File: src/hdl/sbd_pkg.sv
// Package for the sRGB box downsampler: shared constants, control types and
// the two constant ROMs (sRGB to linear, linear to sRGB thresholds).
// Depends on nothing; every other file in hdl uses it by scoped names.
package sbd_pkg;

   // Defaults for the top-level parameters.
   localparam int MAX_OUT_WIDTH_DEF = 1024;
   localparam int MAX_FACTOR_DEF    = 8;

   // Linear values are Q0.LIN_W fractions.
   localparam int    LIN_W   = 16;
   localparam longint LIN_ONE = longint'(1) << LIN_W;

   // Depth of the queue between the front and the back.
   localparam int QUEUE_DEPTH = 4;

   // Configuration register indexes.
   typedef enum logic [1:0] {
      CSR_FACTOR     = 2'd0,
      CSR_OUT_WIDTH  = 2'd1,
      CSR_OUT_HEIGHT = 2'd2
   } csr_index_type;

   // Control flags that travel with each queued word.
   typedef struct packed {
      logic pass;       // factor of one: copy the pixel straight out
      logic first;      // first sample of a box: overwrite the accumulator
      logic emit;       // last sample of a box: produce a pixel
      logic frame_end;  // the produced pixel closes the frame
   } ctl_type;

   localparam int CTL_W = $bits(ctl_type);

   // ROM contents: 256 entries, one bit of headroom for the threshold ROM.
   typedef logic [LIN_W:0] rom_type [256];

   localparam int BIG_W = 512;

   function automatic logic [BIG_W-1:0] big_pow(input longint base, input int e);
      logic [BIG_W-1:0] r;
      r = BIG_W'(1);
      for (int k = 0; k < e; k++) begin
         r = r * BIG_W'(base);
      end
      return r;
   endfunction

   // Compares a^5 * b^12 with c^12 * 2^s, giving -1, 0 or 1.
   function automatic int pow_cmp(input longint a, input longint b, input longint c,
                                  input int s);
      logic [BIG_W-1:0] x;
      logic [BIG_W-1:0] y;
      x = big_pow(a, 5) * big_pow(b, 12);
      y = big_pow(c, 12) << s;
      if (x > y) return 1;
      if (x < y) return -1;
      return 0;
   endfunction

   // sRGB code to linear: linear segment near black, power law above it.
   function automatic longint lin_entry(input int v);
      longint q;
      longint lo;
      longint hi;
      longint mid;
      if (v <= 10) begin
         q = (longint'(20) * v * LIN_ONE + 32946) / 65892;
      end else begin
         lo = 1;
         hi = LIN_ONE;
         while (lo < hi) begin
            mid = lo + (hi - lo + 1) / 2;
            if (pow_cmp(2 * mid - 1, 269025, longint'(1000) * v + 14025,
                        5 * (LIN_W + 1)) <= 0) begin
               lo = mid;
            end else begin
               hi = mid - 1;
            end
         end
         q = lo;
      end
      if (q > LIN_ONE - 1) q = LIN_ONE - 1;
      return q;
   endfunction

   // Smallest linear mean that encodes to code c.
   function automatic longint thr_entry(input int c);
      longint m;
      longint lo;
      longint hi;
      longint mid;
      if (c == 0) begin
         m = 0;
      end else if (c <= 10) begin
         m = (longint'(5) * (2 * c - 1) * LIN_ONE + 32945) / 32946;
      end else begin
         lo = 0;
         hi = LIN_ONE;
         while (lo < hi) begin
            mid = lo + (hi - lo) / 2;
            if (pow_cmp(mid, 53805, longint'(200) * c + 2705, 5 * LIN_W) >= 0) begin
               hi = mid;
            end else begin
               lo = mid + 1;
            end
         end
         m = lo;
      end
      return m;
   endfunction

   function automatic rom_type build_lin_rom();
      rom_type r;
      for (int v = 0; v < 256; v++) begin
         r[v] = (LIN_W + 1)'(lin_entry(v));
      end
      return r;
   endfunction

   function automatic rom_type build_thr_rom();
      rom_type r;
      for (int c = 0; c < 256; c++) begin
         r[c] = (LIN_W + 1)'(thr_entry(c));
      end
      return r;
   endfunction

   localparam rom_type LIN_ROM = build_lin_rom();
   localparam rom_type THR_ROM = build_thr_rom();

endpackage

File: src/hdl/sbd_queue.sv
// Short first-in first-out queue that decouples the front end from the back
// end of the sRGB box downsampler. Depends on sbd_pkg for its depth.
module sbd_queue #(
   parameter int QW = 8
) (
   input  logic          clock,
   input  logic          reset,
   input  logic          push,
   input  logic [QW-1:0] push_data,
   output logic          full,
   input  logic          pop,
   output logic [QW-1:0] pop_data,
   output logic          empty
);

   localparam int DEPTH = sbd_pkg::QUEUE_DEPTH;
   localparam int PTR_W = $clog2(DEPTH);

   logic [QW-1:0]    entry_ff [DEPTH];
   logic [PTR_W-1:0] wr_ptr_ff, rd_ptr_ff;
   logic [PTR_W:0]   count_ff;

   assign full     = (count_ff == (PTR_W + 1)'(DEPTH));
   assign empty    = (count_ff == '0);
   assign pop_data = entry_ff[rd_ptr_ff];

   // Storage for queued words.
   always_ff @(posedge clock) begin
      if (push) begin
         entry_ff[wr_ptr_ff] <= push_data;
      end
   end

   // Pointers and occupancy.
   always_ff @(posedge clock) begin
      if (reset) begin
         wr_ptr_ff <= '0;
         rd_ptr_ff <= '0;
         count_ff  <= '0;
      end else begin
         if (push) wr_ptr_ff <= wr_ptr_ff + PTR_W'(1);
         if (pop)  rd_ptr_ff <= rd_ptr_ff + PTR_W'(1);
         if (push && !pop) begin
            count_ff <= count_ff + (PTR_W + 1)'(1);
         end else if (pop && !push) begin
            count_ff <= count_ff - (PTR_W + 1)'(1);
         end
      end
   end

endmodule

File: config.mk
export PLATFORM = sky130hd
export DESIGN_NAME = sbd_queue
export DESIGN_NICKNAME = d
export VERILOG_FILES = /design/src/hdl/sbd_pkg.sv /design/src/hdl/sbd_queue.sv
export SDC_FILE = /design/constraint.sdc
export NUM_CORES = 1
export LEC_CHECK = 0
export BUFFER_PORTS_ARGS = -buffer_cell sky130_fd_sc_hd__buf_2
export CAP_MARGIN = 20
export CORE_MARGIN = 2
export CORE_UTILIZATION = 25
export CTS_CLUSTER_DIAMETER = 50
export DETAILED_ROUTE_END_ITERATION = 10
export MAX_ROUTING_LAYER = met4
export PLACE_DENSITY_LB_ADDON = 0.15
export SLEW_MARGIN = 30
export SYNTH_ARGS = -nofsm -noshare
export SYNTH_HDL_FRONTEND = slang
export SYNTH_SLANG_ARGS = --single-unit
File: constraint.sdc
create_clock -name clock -period 1.81 [get_ports clock]
set_input_delay 0.362 -clock clock [delete_from_list [all_inputs] [get_ports clock]]
set_output_delay 0.362 -clock clock [all_outputs]
set_load 0.005 [all_outputs]
==> metrics.md <==
| Metric | Value |
|---|---|
| Outcome | finished, final reports clean |
| DRT iter0 DRCs | 15 |
| ANT cells | 0 |
| Grt total ovfl | 0 |
| WHS Path Cells | 1 |
| Syn_nets | 104 |
| Place WS | 0.01179 ns |
| Largest family of logic cells by synthesized area | multiplexers |
| Crit. End Element | primary output |
| Detail Route Antenna Nets | 0 |
| Via count | 798 |
| Pin count of the biggest net entering global routing | 14 |
| TritonRoute pass-1 iters | 3 |
| Xor/xnor share of the synthesized area | 2.760% |
| Setup slack, reg-to-reg | 0.32 ns |
| Headroom to the max-slew limit | 68.69% |
| Final Max Tran Viols | 0 |
| YS warnings | 0 |
| RSZ-0062 raised after global routing | true |
| Gp weighted congestion | 0.6765 |
| RR Endpoint | count_ff[2] |
| Worst Tran Pin Value | 0.4696 ns |
| Internal Power | 1612 µW |
| Port Buf Inserts | 21 |
| Peak fanout along the critical path | 5 |
| Cells after synthesis | 86 |
| Largest cells by area after synthesis | edfxtp_1 61%, dfxtp_1 11%, mux4_2 11%, ha_1 3.9%, nor2_1 1.7% |
| Crit start category | flip-flop |
| Hpwl dp | 1852 µm |
| DR WL/cell | 13.72 µm |
| Crit-path slowest cell | mux4_2 |
| Nets@finish | 135 |
| CP arrival | 1.42 ns |
| Flop pwr share | 53.9% |
| Post-layout util | 31.01% |
| CTS buffer count | 5 |
| Non-filler cells, final | 195 |
| RR Startpoint | count_ff[0] |
| DRC violations left | 0 |
| Synthesis-stage register bit count | 41 |
| Core Rows | 29 |
| Initial Util | 25.42% |
| Initial antenna violation count | 0 |
| WHS Endpoint | entry_ff[2][0] |
| Reg clk slew, reported paths | 0.07 ns |
| P_sw | 446.6 µW |
| Leakage | 0.0007039 µW |
| Worst Hold Class | input pin to flip-flop |
| Most frequent cells in the layout | 32 x edfxtp_1, 21 x buf_2, 8 x mux4_2, 8 x dfxtp_1, 7 x nor2_1 |
| Area share of and/or/nand/nor cells after synthesis | 4.653% |
| Setup Buffers After CTS | 0 |
| Maximum VDD drop | 319.0 µV |
| Mapped Area | 0.001587 mm² |
| Worst Skew | 0.002040 ns |
| Final min period | 1.783 ns |
| Fraction of layout cells with a size suffix above 1 | 36.44% |
| Worst hold slack | 0.2861 ns |
| Final cell area excluding filler cells | 0.001936 mm² |
| CTS hold repair buffers | 0 |
| CTS tree | built |
| Largest area contributor in the netlist | edfxtp_1 |
| CP required | 1.45 ns |
| First-pass GRT wire length | 4367 µm |
| Register area share after synthesis | 71.92% |
| Overall die width | 83.66 µm |
| Hold_sp | push_data[0] |
| Netlist cell types | 20 |
| PwrDens | 1063 mW/mm² |
| Fmax | 560.9 MHz |
| # setup viols final | 0 |
| Via density | 4.092 |
| Mux cell area share after synthesis | 12.62% |
| Max incr delay on CP | 0.50 ns |
| Syn Area/Cell | 18.45 µm² |
| Max-cap violations | 0 |
| Switch share | 21.70% |
| Worst-Skew Late Latency | 0.29 ns |
| Drt total wl | 2675 µm |
| Post-Place Cell Area | 0.001813 mm² |
| Die height | 83.66 µm |
| Delay-heaviest family, CP | multiplexers |
| Root Buffer | clkbuf_8 |
| Die footprint | 0.006999 mm² |
| Final Hold Vio Count | 0 |
| H-tree depth | 2 |
| Worst Setup Slack, final | 0.02701 ns |
| Io pins | 22 |
| Power share of the combinational group | 11.7% |
| Reg2Reg Depth | 4 |
| Layout area overhead | 22.00% |
| CP Buf/Inv Count | 2 |
| Yosys top cell area share | 60.57% |
| Clk pwr share | 34.4% |
| Final Cycle Share | 98.51% |
| Vias in the first global route | 897 |
| Core Region | 0.006241 mm² |
| Clock Path Buffers | 2 |
| Most common cell after layout, fill and taps aside | edfxtp_1 |
| Synth Area in Adders | 5.205% |
| Compound-cell area share of the yosys netlist | 0.6309% |
| CP Cell Sequence | buf_8 -> mux4_2 -> buf_2 |
| Placed Cells | 187 |
| GRT Overall Usage | 9.016% |
| Area of the multi-input gates | 410.4 µm² |
| CTS sink cnt | 41 |
| Register Area | 0.001142 mm² |
| Number of fillers in the final layout | 633 |
| Critical path type | flip-flop to primary output |
==> per-stage QoR <==
stage	TNS (ns)	power, µW
6_report	0	2058
5_1_grt	-0.1443	2151
4_1_cts	-0.0003433	2084
3_5_place_dp	0	1373
3_3_place_gp	0	1364
2_1_floorplan	0	1267
==> per-layer routing <==
layer / part of all wire, % / global-route usage, %
met1: 42 / 9.439
met2: 51 / 14.47
met5: 0 / -
met4: 3.1 / 6.158
met3: 4.6 / 2.868
==> power by group through the flow <==
stage | combinational (µW) | clock [µW] | sequential (µW)
floorplan | 149 | 0 | 1120
global placement | 238 | 0 | 1130
detailed placement | 244 | 0 | 1130
CTS | 246 | 730 | 1110
global route | 279 | 754 | 1120
finish | 240 | 709 | 1110
==> area by class of cell <==
class	count	area share, %
Clock buffer	5	3.555
Multi-Input combinational cell	38	21.20
Tap cell	77	4.977
Inverter	4	0.7757
Timing Repair Buffer	27	8.339
Sequential cell	41	59.02
Clock inverter	3	2.133
==> worst reg2reg max path, cell delays in order (launching register included) <==
cell and delay, ns:
dfxtp_1 0.37, fa_1 0.44, xor2_1 0.17, or3_1 0.30
a21oi_1 0.14
==> cell families after synthesis <==
family | after synthesis
adders and majority gates | 6
DFF | 41
xor gates and xnor gates | 5
and+or+nand+nor | 15
AOI/OAI and AO/OA | 2
buffers and inverters | 7
muxes | 10
==> synth_stat cells <==
master,count
nor3b_1,1
xnor2_1,2
fa_1,1
mux4_2,8
xor2_1,3
nor3_1,1
clkbuf_2,1
o21ai_0,1
or3_1,1
inv_1,4
and2_1,4
dfxtp_1,9
clkbuf_1,1
nor2_1,7
buf_6,1
mux2i_1,2
ha_1,5
edfxtp_1,32
nand2_1,1
a21oi_1,1
==> timing repair <==
action / CTS / global route
pin swaps: 0 / 0
gates resized for setup: 2 / 2
endpoints found under the setup margin: 5 / 6
hold endpoints to repair: 0 / 0
==> worst max path at each step <==
stage | start | end | slack (ns) | cells past startpoint
after floorplan | pop | count_ff[2] | 0.19 | 7
after global placement | pop | count_ff[2] | 0.06 | 8
after detailed placement | pop | count_ff[2] | 0.01 | 8
after CTS | flip-flop | pop_data[4] | -0.0003 | 3
after global routing | flip-flop | pop_data[4] | -0.03 | 3
final | flip-flop | pop_data[4] | 0.03 | 3
==> registers in the layout (all words and copies together) (netlist names), named ones only <==
name       count
rd_ptr_ff      2
wr_ptr_ff      2
count_ff       3
entry_ff      32
(Power assumes the default switching activity.)
