<file path="src/hdl/sbd_pkg.sv">
// Package for the sRGB box downsampler: shared constants, control types and
// the two constant ROMs (sRGB to linear, linear to sRGB thresholds).
// Depends on nothing; every other file in hdl uses it by scoped names.
package sbd_pkg;

   // Defaults for the top-level parameters.
   localparam int MAX_OUT_WIDTH_DEF = 1024;
   localparam int MAX_FACTOR_DEF    = 8;

   // Linear values are Q0.LIN_W fractions.
   localparam int    LIN_W   = 16;
   localparam longint LIN_ONE = longint'(1) << LIN_W;

   // Depth of the queue between the front and the back.
   localparam int QUEUE_DEPTH = 4;

   // Configuration register indexes.
   typedef enum logic [1:0] {
      CSR_FACTOR     = 2'd0,
      CSR_OUT_WIDTH  = 2'd1,
      CSR_OUT_HEIGHT = 2'd2
   } csr_index_type;

   // Control flags that travel with each queued word.
   typedef struct packed {
      logic pass;       // factor of one: copy the pixel straight out
      logic first;      // first sample of a box: overwrite the accumulator
      logic emit;       // last sample of a box: produce a pixel
      logic frame_end;  // the produced pixel closes the frame
   } ctl_type;

   localparam int CTL_W = $bits(ctl_type);

   // ROM contents: 256 entries, one bit of headroom for the threshold ROM.
   typedef logic [LIN_W:0] rom_type [256];

   localparam int BIG_W = 512;

   function automatic logic [BIG_W-1:0] big_pow(input longint base, input int e);
      logic [BIG_W-1:0] r;
      r = BIG_W'(1);
      for (int k = 0; k < e; k++) begin
         r = r * BIG_W'(base);
      end
      return r;
   endfunction

   // Compares a^5 * b^12 with c^12 * 2^s, giving -1, 0 or 1.
   function automatic int pow_cmp(input longint a, input longint b, input longint c,
                                  input int s);
      logic [BIG_W-1:0] x;
      logic [BIG_W-1:0] y;
      x = big_pow(a, 5) * big_pow(b, 12);
      y = big_pow(c, 12) << s;
      if (x > y) return 1;
      if (x < y) return -1;
      return 0;
   endfunction

   // sRGB code to linear: linear segment near black, power law above it.
   function automatic longint lin_entry(input int v);
      longint q;
      longint lo;
      longint hi;
      longint mid;
      if (v <= 10) begin
         q = (longint'(20) * v * LIN_ONE + 32946) / 65892;
      end else begin
         lo = 1;
         hi = LIN_ONE;
         while (lo < hi) begin
            mid = lo + (hi - lo + 1) / 2;
            if (pow_cmp(2 * mid - 1, 269025, longint'(1000) * v + 14025,
                        5 * (LIN_W + 1)) <= 0) begin
               lo = mid;
            end else begin
               hi = mid - 1;
            end
         end
         q = lo;
      end
      if (q > LIN_ONE - 1) q = LIN_ONE - 1;
      return q;
   endfunction

   // Smallest linear mean that encodes to code c.
   function automatic longint thr_entry(input int c);
      longint m;
      longint lo;
      longint hi;
      longint mid;
      if (c == 0) begin
         m = 0;
      end else if (c <= 10) begin
         m = (longint'(5) * (2 * c - 1) * LIN_ONE + 32945) / 32946;
      end else begin
         lo = 0;
         hi = LIN_ONE;
         while (lo < hi) begin
            mid = lo + (hi - lo) / 2;
            if (pow_cmp(mid, 53805, longint'(200) * c + 2705, 5 * LIN_W) >= 0) begin
               hi = mid;
            end else begin
               lo = mid + 1;
            end
         end
         m = lo;
      end
      return m;
   endfunction

   function automatic rom_type build_lin_rom();
      rom_type r;
      for (int v = 0; v < 256; v++) begin
         r[v] = (LIN_W + 1)'(lin_entry(v));
      end
      return r;
   endfunction

   function automatic rom_type build_thr_rom();
      rom_type r;
      for (int c = 0; c < 256; c++) begin
         r[c] = (LIN_W + 1)'(thr_entry(c));
      end
      return r;
   endfunction

   localparam rom_type LIN_ROM = build_lin_rom();
   localparam rom_type THR_ROM = build_thr_rom();

endpackage

</file>
<file path="src/hdl/sbd_front.sv">
// Front end of the sRGB box downsampler: configuration registers, raster
// counters and classification of each source pixel into a queued word.
// Depends on sbd_pkg.
module sbd_front #(
   parameter int MAX_OUT_WIDTH = sbd_pkg::MAX_OUT_WIDTH_DEF,
   parameter int MAX_FACTOR    = sbd_pkg::MAX_FACTOR_DEF,
   parameter int F_W           = $clog2(MAX_FACTOR + 1),
   parameter int COL_W         = (MAX_OUT_WIDTH > 1) ? $clog2(MAX_OUT_WIDTH) : 1,
   parameter int QW            = sbd_pkg::CTL_W + F_W + COL_W + 24
) (
   input  logic          clock,
   input  logic          reset,
   input  logic          csr_write_enable,
   input  logic [1:0]    csr_index,
   input  logic [15:0]   csr_write_data,
   input  logic          req_valid,
   output logic          req_ready,
   input  logic [7:0]    req_src_red,
   input  logic [7:0]    req_src_green,
   input  logic [7:0]    req_src_blue,
   input  logic          q_full,
   output logic          q_push,
   output logic [QW-1:0] q_push_data
);

   localparam int WID_W = $clog2(MAX_OUT_WIDTH + 1);

   logic [3:0]       factor_ff;
   logic [10:0]      out_width_ff;
   logic [15:0]      out_height_ff;
   logic [F_W-1:0]   sample_col_ff, sample_col_in;
   logic [F_W-1:0]   sample_row_ff, sample_row_in;
   logic [COL_W-1:0] out_col_ff, out_col_in;
   logic [15:0]      out_row_ff, out_row_in;

   logic [F_W-1:0]   f_eff;
   logic [WID_W-1:0] w_eff;
   logic [15:0]      h_eff;
   logic [F_W:0]     sc_next, sr_next;
   logic [COL_W:0]   oc_next;
   logic [16:0]      or_next;
   sbd_pkg::ctl_type ctl;
   logic             accept;

   // Configuration writes.
   always_ff @(posedge clock) begin
      if (reset) begin
         factor_ff     <= 4'd1;
         out_width_ff  <= 11'd1;
         out_height_ff <= 16'd1;
      end else if (csr_write_enable) begin
         unique case (sbd_pkg::csr_index_type'(csr_index))
            sbd_pkg::CSR_FACTOR:     factor_ff     <= csr_write_data[3:0];
            sbd_pkg::CSR_OUT_WIDTH:  out_width_ff  <= csr_write_data[10:0];
            sbd_pkg::CSR_OUT_HEIGHT: out_height_ff <= csr_write_data;
            default: ;
         endcase
      end
   end

   // Effective limits, with zero taken as one and oversize values saturated.
   always_comb begin
      if (factor_ff == 4'd0) begin
         f_eff = F_W'(1);
      end else if (32'(factor_ff) > MAX_FACTOR) begin
         f_eff = F_W'(MAX_FACTOR);
      end else begin
         f_eff = F_W'(factor_ff);
      end
      if (out_width_ff == 11'd0) begin
         w_eff = WID_W'(1);
      end else if (32'(out_width_ff) > MAX_OUT_WIDTH) begin
         w_eff = WID_W'(MAX_OUT_WIDTH);
      end else begin
         w_eff = WID_W'(out_width_ff);
      end
      h_eff = (out_height_ff == 16'd0) ? 16'd1 : out_height_ff;
   end

   assign accept    = req_valid && req_ready;
   assign req_ready = !q_full;
   assign sc_next   = {1'b0, sample_col_ff} + (F_W + 1)'(1);
   assign sr_next   = {1'b0, sample_row_ff} + (F_W + 1)'(1);
   assign oc_next   = {1'b0, out_col_ff} + (COL_W + 1)'(1);
   assign or_next   = {1'b0, out_row_ff} + 17'd1;

   // Classification of the current sample.
   always_comb begin
      ctl.pass      = (f_eff == F_W'(1));
      ctl.first     = (sample_col_ff == '0) && (sample_row_ff == '0);
      ctl.emit      = (sc_next >= {1'b0, f_eff}) && (sr_next >= {1'b0, f_eff});
      ctl.frame_end = (32'(oc_next) >= 32'(w_eff)) && (or_next >= {1'b0, h_eff});
   end

   assign q_push      = accept;
   assign q_push_data = {ctl, f_eff, out_col_ff, req_src_red, req_src_green, req_src_blue};

   // Raster counters: sample within box, box column, sample row, box row.
   always_comb begin
      sample_col_in = sample_col_ff;
      sample_row_in = sample_row_ff;
      out_col_in    = out_col_ff;
      out_row_in    = out_row_ff;
      if (accept) begin
         if (sc_next >= {1'b0, f_eff}) begin
            sample_col_in = '0;
            if (32'(oc_next) >= 32'(w_eff)) begin
               out_col_in = '0;
               if (sr_next >= {1'b0, f_eff}) begin
                  sample_row_in = '0;
                  out_row_in    = (or_next >= {1'b0, h_eff}) ? 16'd0 : or_next[15:0];
               end else begin
                  sample_row_in = sr_next[F_W-1:0];
               end
            end else begin
               out_col_in = oc_next[COL_W-1:0];
            end
         end else begin
            sample_col_in = sc_next[F_W-1:0];
         end
      end
   end

   always_ff @(posedge clock) begin
      if (reset) begin
         sample_col_ff <= '0;
         sample_row_ff <= '0;
         out_col_ff    <= '0;
         out_row_ff    <= '0;
      end else begin
         sample_col_ff <= sample_col_in;
         sample_row_ff <= sample_row_in;
         out_col_ff    <= out_col_in;
         out_row_ff    <= out_row_in;
      end
   end

endmodule

</file>
<file path="config.mk">
export PLATFORM = sky130hd
export DESIGN_NAME = sbd_front
export DESIGN_NICKNAME = d
export VERILOG_FILES = /design/src/hdl/sbd_pkg.sv /design/src/hdl/sbd_front.sv
export SDC_FILE = /design/constraint.sdc
export NUM_CORES = 1
export LEC_CHECK = 0
export ABC_AREA = 1
export ABC_CLOCK_PERIOD_IN_PS = 5370
export BUFFER_PORTS_ARGS = -buffer_cell sky130_fd_sc_hd__buf_2
export CAP_MARGIN = 20
export CORE_UTILIZATION = 45
export CTS_BUF_LIST = sky130_fd_sc_hd__clkbuf_2 sky130_fd_sc_hd__clkbuf_4 sky130_fd_sc_hd__clkbuf_8
export CTS_CLUSTER_DIAMETER = 40
export CTS_CLUSTER_SIZE = 25
export DETAILED_ROUTE_END_ITERATION = 8
export GPL_TIMING_DRIVEN = 1
export PLACE_DENSITY = 0.68
export SKIP_CTS_REPAIR_TIMING = 1
export SLEW_MARGIN = 30
export SYNTH_ARGS = -nofsm -noshare
export SYNTH_HDL_FRONTEND = slang
export SYNTH_SLANG_ARGS = --single-unit
</file>
<file path="constraint.sdc">
create_clock -name clock -period 5.37 [get_ports clock]
set_input_delay 0.2685 -clock clock [delete_from_list [all_inputs] [get_ports clock]]
set_output_delay 0.2685 -clock clock [all_outputs]
set_load 0.01 [all_outputs]
</file>
==> impl_metrics.env, run 1 <==
export IMPL_initial_core_util_pct=47.2
export IMPL_dieArea_mm2=0.0102
export IMPL_insertion_delay_ns=0.35
export IMPL_fin_cells=762
export IMPL_synthesis_area_mm2=0.00442
export IMPL_syn_avg_cell_area_um2=7.18
export IMPL_grt_overflow=0
export IMPL_whs_ns=0.168
export IMPL_hold_depth=3
export IMPL_tightest_slew_ns=0.729
export IMPL_max_freq_mhz=296
export IMPL_yosys_most_used_dff="dfxtp_1"
export IMPL_wl_per_cell_um=12.6
export IMPL_hold_violations=0
export IMPL_viasPerCell=5.00
export IMPL_core_mm2=0.00937
export IMPL_fin_crit_sh_pct=62.9
export IMPL_track_usage_pct=20.0
export IMPL_required_ns=5.10
export IMPL_cpMaxStageDelayCell="dfxtp_1"
export IMPL_synth_top_area_cell="dfxtp_1"
export IMPL_ys_seq_area_share_pct=29.4
export IMPL_grt_pass1_vias=3546
export IMPL_synth_edf_count=0
export IMPL_die_h_um=101
export IMPL_antenna_cells=0
export IMPL_rows=35
export IMPL_io_pins=91
export IMPL_finClkSkew_ns=0.0111
export IMPL_route_vias_total=3813
export IMPL_synth_area_top_cells="dfxtp_1, ha_1, nand2_1, inv_1, nand3_1"
export IMPL_min_period_ns=3.38
export IMPL_place_gp_congestion=0.850
export IMPL_worst_hold_path_type="in -> reg"
export IMPL_final_max_slew_viol_count=0
export IMPL_grt_setup_unrepaired="no"
export IMPL_synth_warnings=0
export IMPL_synth_cells=616
export IMPL_startpoint_type="flip-flop"
export IMPL_yosys_area_top_type_share_pct=29.4
export IMPL_drt_pass1_iterations=4
export IMPL_critPathMaxFanout=17
export IMPL_drc_errors=0
export IMPL_ant_nets=0
export IMPL_grt_antenna_before_repair=0
export IMPL_fill_cells=950
export IMPL_finalWirelength_um=9570
export IMPL_grt_pass1_wl_um=16100
export IMPL_ys_ff_latch=65
export IMPL_dpl_cell_count=746
export IMPL_root_buffer="clkbuf_8"
export IMPL_multi_input_area_mm2=0.00253
export IMPL_h_tree_depth=3
export IMPL_synth_fp_nets=704
export IMPL_path_clk_slew_ns=0.08
export IMPL_r2r_start="out_col_ff[2]$_SDFFE_PP0P_"
export IMPL_ir_drop_mv=0.176
export IMPL_critPathBufInv=2
export IMPL_critPathTopFamily="simple AND/OR/NAND/NOR gates"
export IMPL_drt_initial_drc_count=155
export IMPL_cts_sinks=65
export IMPL_fin_setup_tns_ns=0
export IMPL_slew_limit_headroom_pct=51.3
export IMPL_ys_types=36
export IMPL_crit_path_cell_trace="ha_1 > nand3_2 > nor2_1 > nand2_1 > nor2_1 > xor2_1 > ha_1 > nand2_1 > inv_1 > nand2_1 > nor2_1 > nand2_1 > nand3_1 > nor2_1 > nand2_1 > nor2_4 > nor2_1 > buf_2"
export IMPL_hold_end="out_width_ff[9]$_SDFFE_PP0P_"
export IMPL_hold_path_startpoint="csr_write_data[9]"
export IMPL_die_w_um=101
export IMPL_clockBufferDepth=2
export IMPL_fin_nets=716
export IMPL_leakage_nw=2.38
export IMPL_synth_async_reset_ratio_pct=0
export IMPL_setup_viol=0
export IMPL_area_delta_synth_final_pct=6.36
export IMPL_dp_hpwl_um=7320
export IMPL_layout_drive_gt1_share_pct=14.8
export IMPL_r2r_cells=17
export IMPL_status="finished clean"
export IMPL_crit_type="reg -> out"
export IMPL_cts_tree="built"
export IMPL_reg2reg_slack_ns=2.44
export IMPL_power_mw=1.21
export IMPL_power_density_mw_per_mm2=256
export IMPL_cts_buffers=9
export IMPL_end_kind="primary output"
export IMPL_arrival_ns=3.11
export IMPL_seq_area_mm2=0.00130
export IMPL_numPortBuffers=42
export IMPL_max_cap_violations=0
export IMPL_r2r_end="out_row_ff[2]$_SDFFE_PP0P_"
export IMPL_grt_max_degree=66
export IMPL_slowest_delay_ns=0.42
==> per-layer routing <==
metal | routed length [um] | global-route usage [%]
met5 | 0 | 0
met4 | 257 | 9.25
met3 | 351 | 4.35
met2 | 4590 | 33.7
met1 | 4370 | 24.3
==> synth_stat cells (2+ instances only) <==
cell type / number
nor4_1: 6
a21oi_1: 30
inv_1: 81
dfxtp_1: 65
nor2_4: 2
nand2_1: 111
nor2_2: 3
nand2_2: 5
nand4_1: 5
nand3_2: 13
inv_2: 4
nand3_1: 56
ha_1: 41
nand4_4: 2
nor3_4: 2
xor2_1: 22
buf_4: 25
buf_8: 2
nor2_1: 67
clkbuf_1: 12
a211oi_1: 2
o21ai_0: 37
xnor2_1: 3
nor3_1: 7
a21o_1: 2
==> flip-flops by register name, indices dropped and copies added, names as in the netlist <==
name           count
out_height_ff     16
out_row_ff        16
out_width_ff      11
out_col_ff        10
factor_ff          4
sample_col_ff      4
sample_row_ff      4
==> worst max path at each step <==
stage,start,endpoint,slack (ns),cells after the start
6_report,out_row_ff[0]$_SDFFE_PP0P_,q_push_data[38],1.99,18
2_1_floorplan,out_row_ff[0]$_SDFFE_PP0P_,q_push_data[38],2.77,18
4_1_cts,out_row_ff[0]$_SDFFE_PP0P_,q_push_data[38],1.98,18
3_3_place_gp,out_row_ff[0]$_SDFFE_PP0P_,q_push_data[38],2.48,18
3_5_place_dp,out_row_ff[0]$_SDFFE_PP0P_,q_push_data[38],2.38,18
5_1_grt,out_row_ff[0]$_SDFFE_PP0P_,q_push_data[38],1.68,18
==> power breakdown <==
group | total, mW | switching (mW) | internal, mW
Sequential | 0.520 | 0.0185 | 0.502
Clock | 0.391 | 0.201 | 0.190
Combinational | 0.295 | 0.196 | 0.0986
==> cells in the final DEF (no fill, tap or decap) <==
| master | n |
|---|---|
| a211oi_1 | 2 |
| a21o_1 | 2 |
| a21oi_1 | 30 |
| a41o_1 | 1 |
| and3_1 | 1 |
| buf_2 | 42 |
| clkbuf_8 | 11 |
| clkinv_2 | 3 |
| clkinvlp_4 | 2 |
| dfxtp_1 | 65 |
| ha_1 | 41 |
| inv_1 | 80 |
| inv_2 | 4 |
| inv_4 | 1 |
| nand2_1 | 111 |
| nand2_2 | 5 |
| nand2_4 | 1 |
| nand2_8 | 1 |
| nand3_1 | 56 |
| nand3_2 | 13 |
| nand3b_1 | 1 |
| nand4_1 | 5 |
| nand4_4 | 2 |
| nor2_1 | 67 |
| nor2_2 | 3 |
| nor2_4 | 2 |
| nor2_8 | 1 |
| nor3_1 | 6 |
| nor3_2 | 1 |
| nor3_4 | 2 |
| nor4_1 | 6 |
| o21ai_0 | 37 |
| o21bai_1 | 1 |
| o31ai_1 | 1 |
| or3_1 | 1 |
| xnor2_1 | 3 |
| xor2_1 | 22 |
==> worst reg2reg max path: stages (launching register included) <==
cell and delay (ns):
dfxtp_1 0.41, nand2_1 0.07, nor2_1 0.15, nand3_1 0.14, nor2_1 0.15, nand3b_1 0.11, xor2_1 0.17, ha_1 0.28
nand2_1 0.08, nor2_1 0.15, nand2_1 0.07, nor2_1 0.08, nor2_1 0.06, nand2_2 0.13, nand2_2 0.08, nor3_4 0.50
nand3_1 0.17, nand2_1 0.10
==> metrics by stage <==
step	instance area, um2	utilization [%]	worst slack (ns)
2_1_floorplan	4420	-	2.77
3_3_place_gp	4520	48.2	2.48
3_5_place_dp	4520	48.2	2.38
4_1_cts	4700	50.1	1.98
5_1_grt	4700	50.2	1.68
6_report	4700	50.2	1.99
==> kinds of logic after synthesis <==
logic type	after synthesis	share of synthesized area, %
XOR/XNOR	25	4.95
adder cells (fa/ha/maj)	41	11.6
AO/OA/AOI/OAI	74	8.83
buffers and inverters	126	13.5
AND/OR/NAND/NOR	285	31.7
flip-flops	65	29.4
==> final cells by class <==
type,instances,share of cell area (%)
sequential,65,27.7
multi-input combinational,425,53.8
timing repair buffer,42,4.47
clock inverter,5,0.638
tap,129,3.43
inverter,85,6.84
clock buffer,11,3.22
Power figures use the tool's default switching activity.
==> run 2, diff against run 1 <==
--- a/config.mk
+++ b/config.mk
@@ -6,7 +6,7 @@
 export NUM_CORES = 1
 export LEC_CHECK = 0
 export ABC_AREA = 1
-export ABC_CLOCK_PERIOD_IN_PS = 5370
+export ABC_CLOCK_PERIOD_IN_PS = 3200
 export BUFFER_PORTS_ARGS = -buffer_cell sky130_fd_sc_hd__buf_2
 export CAP_MARGIN = 20
 export CORE_UTILIZATION = 45
==> constraint.sdc (replaced) <==
create_clock -name clock -period 3.2 [get_ports clock]
set_input_delay 0.16 -clock clock [delete_from_list [all_inputs] [get_ports clock]]
set_output_delay 0.16 -clock clock [all_outputs]
set_load 0.01 [all_outputs]
==> run 2 against run 1 <==
- clock skew shrank 0.0023 ns
- count of clock-buffer cells in the layout grew 1
- sequential power up 68%
- first-iteration DRC count shrank 45%
- worst hold slack worse by 0.11 ns
- non-clock buffer count increased by 10
- final cell count rose by 1.3%
- power up 92%
- cell area up 3.5%
- register-to-register slack got worse by 2.1 ns
- setup slack lost 1.8 ns
- routed wire length is 1.3% lower
- critical path type unchanged
- critical endpoint unchanged
==> impl_metrics.env, run 2 (synthesized netlist as in run 1, its figures left out) <==
export IMPL_status="finished clean"
export IMPL_io_pins=91
export IMPL_dp_hpwl_um=7270
export IMPL_grt_max_degree=49
export IMPL_required_ns=3.04
export IMPL_place_area_mm2=0.00454
export IMPL_rows=35
export IMPL_viasPerCell=4.99
export IMPL_clockBufferDepth=2
export IMPL_antenna_cells=0
export IMPL_track_usage_pct=19.6
export IMPL_core_mm2=0.00937
export IMPL_fin_crit_sh_pct=92.7
export IMPL_area_delta_synth_final_pct=10.1
export IMPL_place_gp_congestion=0.806
export IMPL_p_seq_share_pct=37.8
export IMPL_route_vias_total=3854
export IMPL_grt_antenna_before_repair=0
export IMPL_arrival_ns=2.81
export IMPL_fin_setup_tns_ns=0
export IMPL_layout_drive_gt1_share_pct=17.6
export IMPL_fin_cells=772
export IMPL_cts_sinks=65
export IMPL_insertion_delay_ns=0.34
export IMPL_reg2reg_slack_ns=0.34
export IMPL_pwr_share_comb_pct=23.4
export IMPL_grt_overflow=0
export IMPL_grt_pass1_wl_um=15700
export IMPL_end_kind="primary output"
export IMPL_p_clk_share_pct=38.8
export IMPL_ir_drop_mv=0.353
export IMPL_hold_violations=0
export IMPL_hold_end="out_col_ff[9]$_SDFFE_PP0P_"
export IMPL_leakage_nw=2.46
export IMPL_drc_errors=0
export IMPL_netSwitchingPower_mw=0.695
export IMPL_fin_nets=726
export IMPL_layout_commonest_cell="nand2_1"
export IMPL_max_freq_mhz=337
export IMPL_drt_pass1_iterations=4
export IMPL_crit_path_frequent_cell="nand2_1"
export IMPL_path_clk_slew_ns=0.08
export IMPL_cts_buffers=9
export IMPL_root_buffer="clkbuf_8"
export IMPL_wl_per_cell_um=12.2
export IMPL_largest_registers="out_height_ff: 16 flops, out_row_ff: 16 flops, out_width_ff: 11 flops"
export IMPL_finalWirelength_um=9450
export IMPL_h_tree_depth=3
export IMPL_slew_limit_headroom_pct=51.5
export IMPL_r2r_start="out_col_ff[0]$_SDFFE_PP0P_"
export IMPL_worst_hold_path_type="in -> reg"
export IMPL_cts_tree="built"
export IMPL_min_period_ns=2.97
export IMPL_power_switching_fraction_pct=30.0
export IMPL_final_max_slew_viol_count=0
export IMPL_ant_nets=0
export IMPL_final_area_mm2=0.00487
export IMPL_dieArea_mm2=0.0102
export IMPL_hold_depth=2
export IMPL_layout_common_cells="nand2_1, inv_1, nor2_1"
export IMPL_p_int_mw=1.62
export IMPL_initial_core_util_pct=47.2
export IMPL_crit_type="reg -> out"
export IMPL_drt_initial_drc_count=86
export IMPL_slowest_delay_ns=0.38
export IMPL_setup_viol=0
export IMPL_tightest_slew_ns=0.727
export IMPL_die_w_um=101
export IMPL_dpl_cell_count=749
export IMPL_startpoint_type="flip-flop"
export IMPL_r2r_end="out_row_ff[3]$_SDFFE_PP0P_"
export IMPL_cp_startpoint="out_row_ff[0]$_SDFFE_PP0P_"
export IMPL_critPathMaxFanout=5
export IMPL_die_h_um=101
export IMPL_numPortBuffers=42
export IMPL_grt_pass1_vias=3551
export IMPL_finClkSkew_ns=0.00875
export IMPL_cpMaxStageDelayCell="dfxtp_2"
export IMPL_max_cap_violations=0
export IMPL_crit_path_cell_trace="ha_2 > nand3_2 > nor2_2 > nand2_1 > nor2_1 > xor2_1 > ha_1 > nand2_1 > inv_1 > nand2_1 > nor2_1 > nand2_1 > nand3_1 > nor2_1 > nand2_1 > nor2_4 > nor2_1 > buf_2"
export IMPL_hold_path_startpoint="reset"
export IMPL_r2r_cells=19
export IMPL_power_density_mw_per_mm2=475
export IMPL_finalCoreUtilization_pct=51.9
-- run 2: changes by cell type in the layout (fill, tap and decap cells not counted), sizes merged --
cell      delta
buf         +10
bufinv       +3
clkinv       -2
clkbuf       +1
clkinvlp     -1
inv          -1
-- run 2: through the flow --
stage	total power, mW	setup slack (ns)	hold slack (ns)
global placement	1.37	0.404	0.320
detailed placement	1.38	0.315	0.320
global route	2.43	-0.0175	0.0637
CTS	2.29	-0.0852	0.0397
floorplan	1.31	0.648	0.229
finish	2.31	0.234	0.0568
-- run 2: layout make-up --
type | count | area (um2)
sequential | 65 | 1310
fill | 947 | 4500
multi-input combinational | 425 | 2530
inverter | 85 | 323
tap | 129 | 161
clock inverter | 4 | 98.8
clock buffer | 12 | 159
timing repair buffer | 52 | 285
-- run 2: worst max-delay path, delay by kind of cell, from the launching register on --
kind                       cells  cell delay (ns)
DFF                            1             0.38
adders and majority gates      2             0.48
buffers and inverters          2             0.18
xor gates and xnor gates       1             0.21
and+or+nand+nor               13             1.21
-- run 2: how the worst max path moves through the flow --
stage	end	slack, ns	cells past startpoint
after CTS	q_push_data[38]	-0.09	18
after global routing	q_push_data[38]	-0.02	18
after global placement	q_push_data[38]	0.40	18
after detailed placement	q_push_data[38]	0.32	18
final	q_push_data[38]	0.23	18
after floorplan	out_row_ff[7]$_SDFFE_PP0P_	0.65	19
-- run 2: power groups by stage --
stage	Clock (mW)	Sequential (mW)	Combinational, mW
2_1_floorplan	0	0.883	0.423
3_3_place_gp	0	0.890	0.483
3_5_place_dp	0	0.891	0.493
4_1_cts	0.917	0.872	0.497
5_1_grt	0.951	0.878	0.606
6_report	0.898	0.874	0.540
-- run 2: per-layer routing --
metal / share of wire (%) / up-vias / track usage [%]
met5: 0 / - / 0
met4: 2.4 / 0 / 8.25
met3: 3.6 / 16 / 4.14
met2: 49 / 69 / 34.5
met1: 45 / 1759 / 22.9
li1: - / 2010 / -
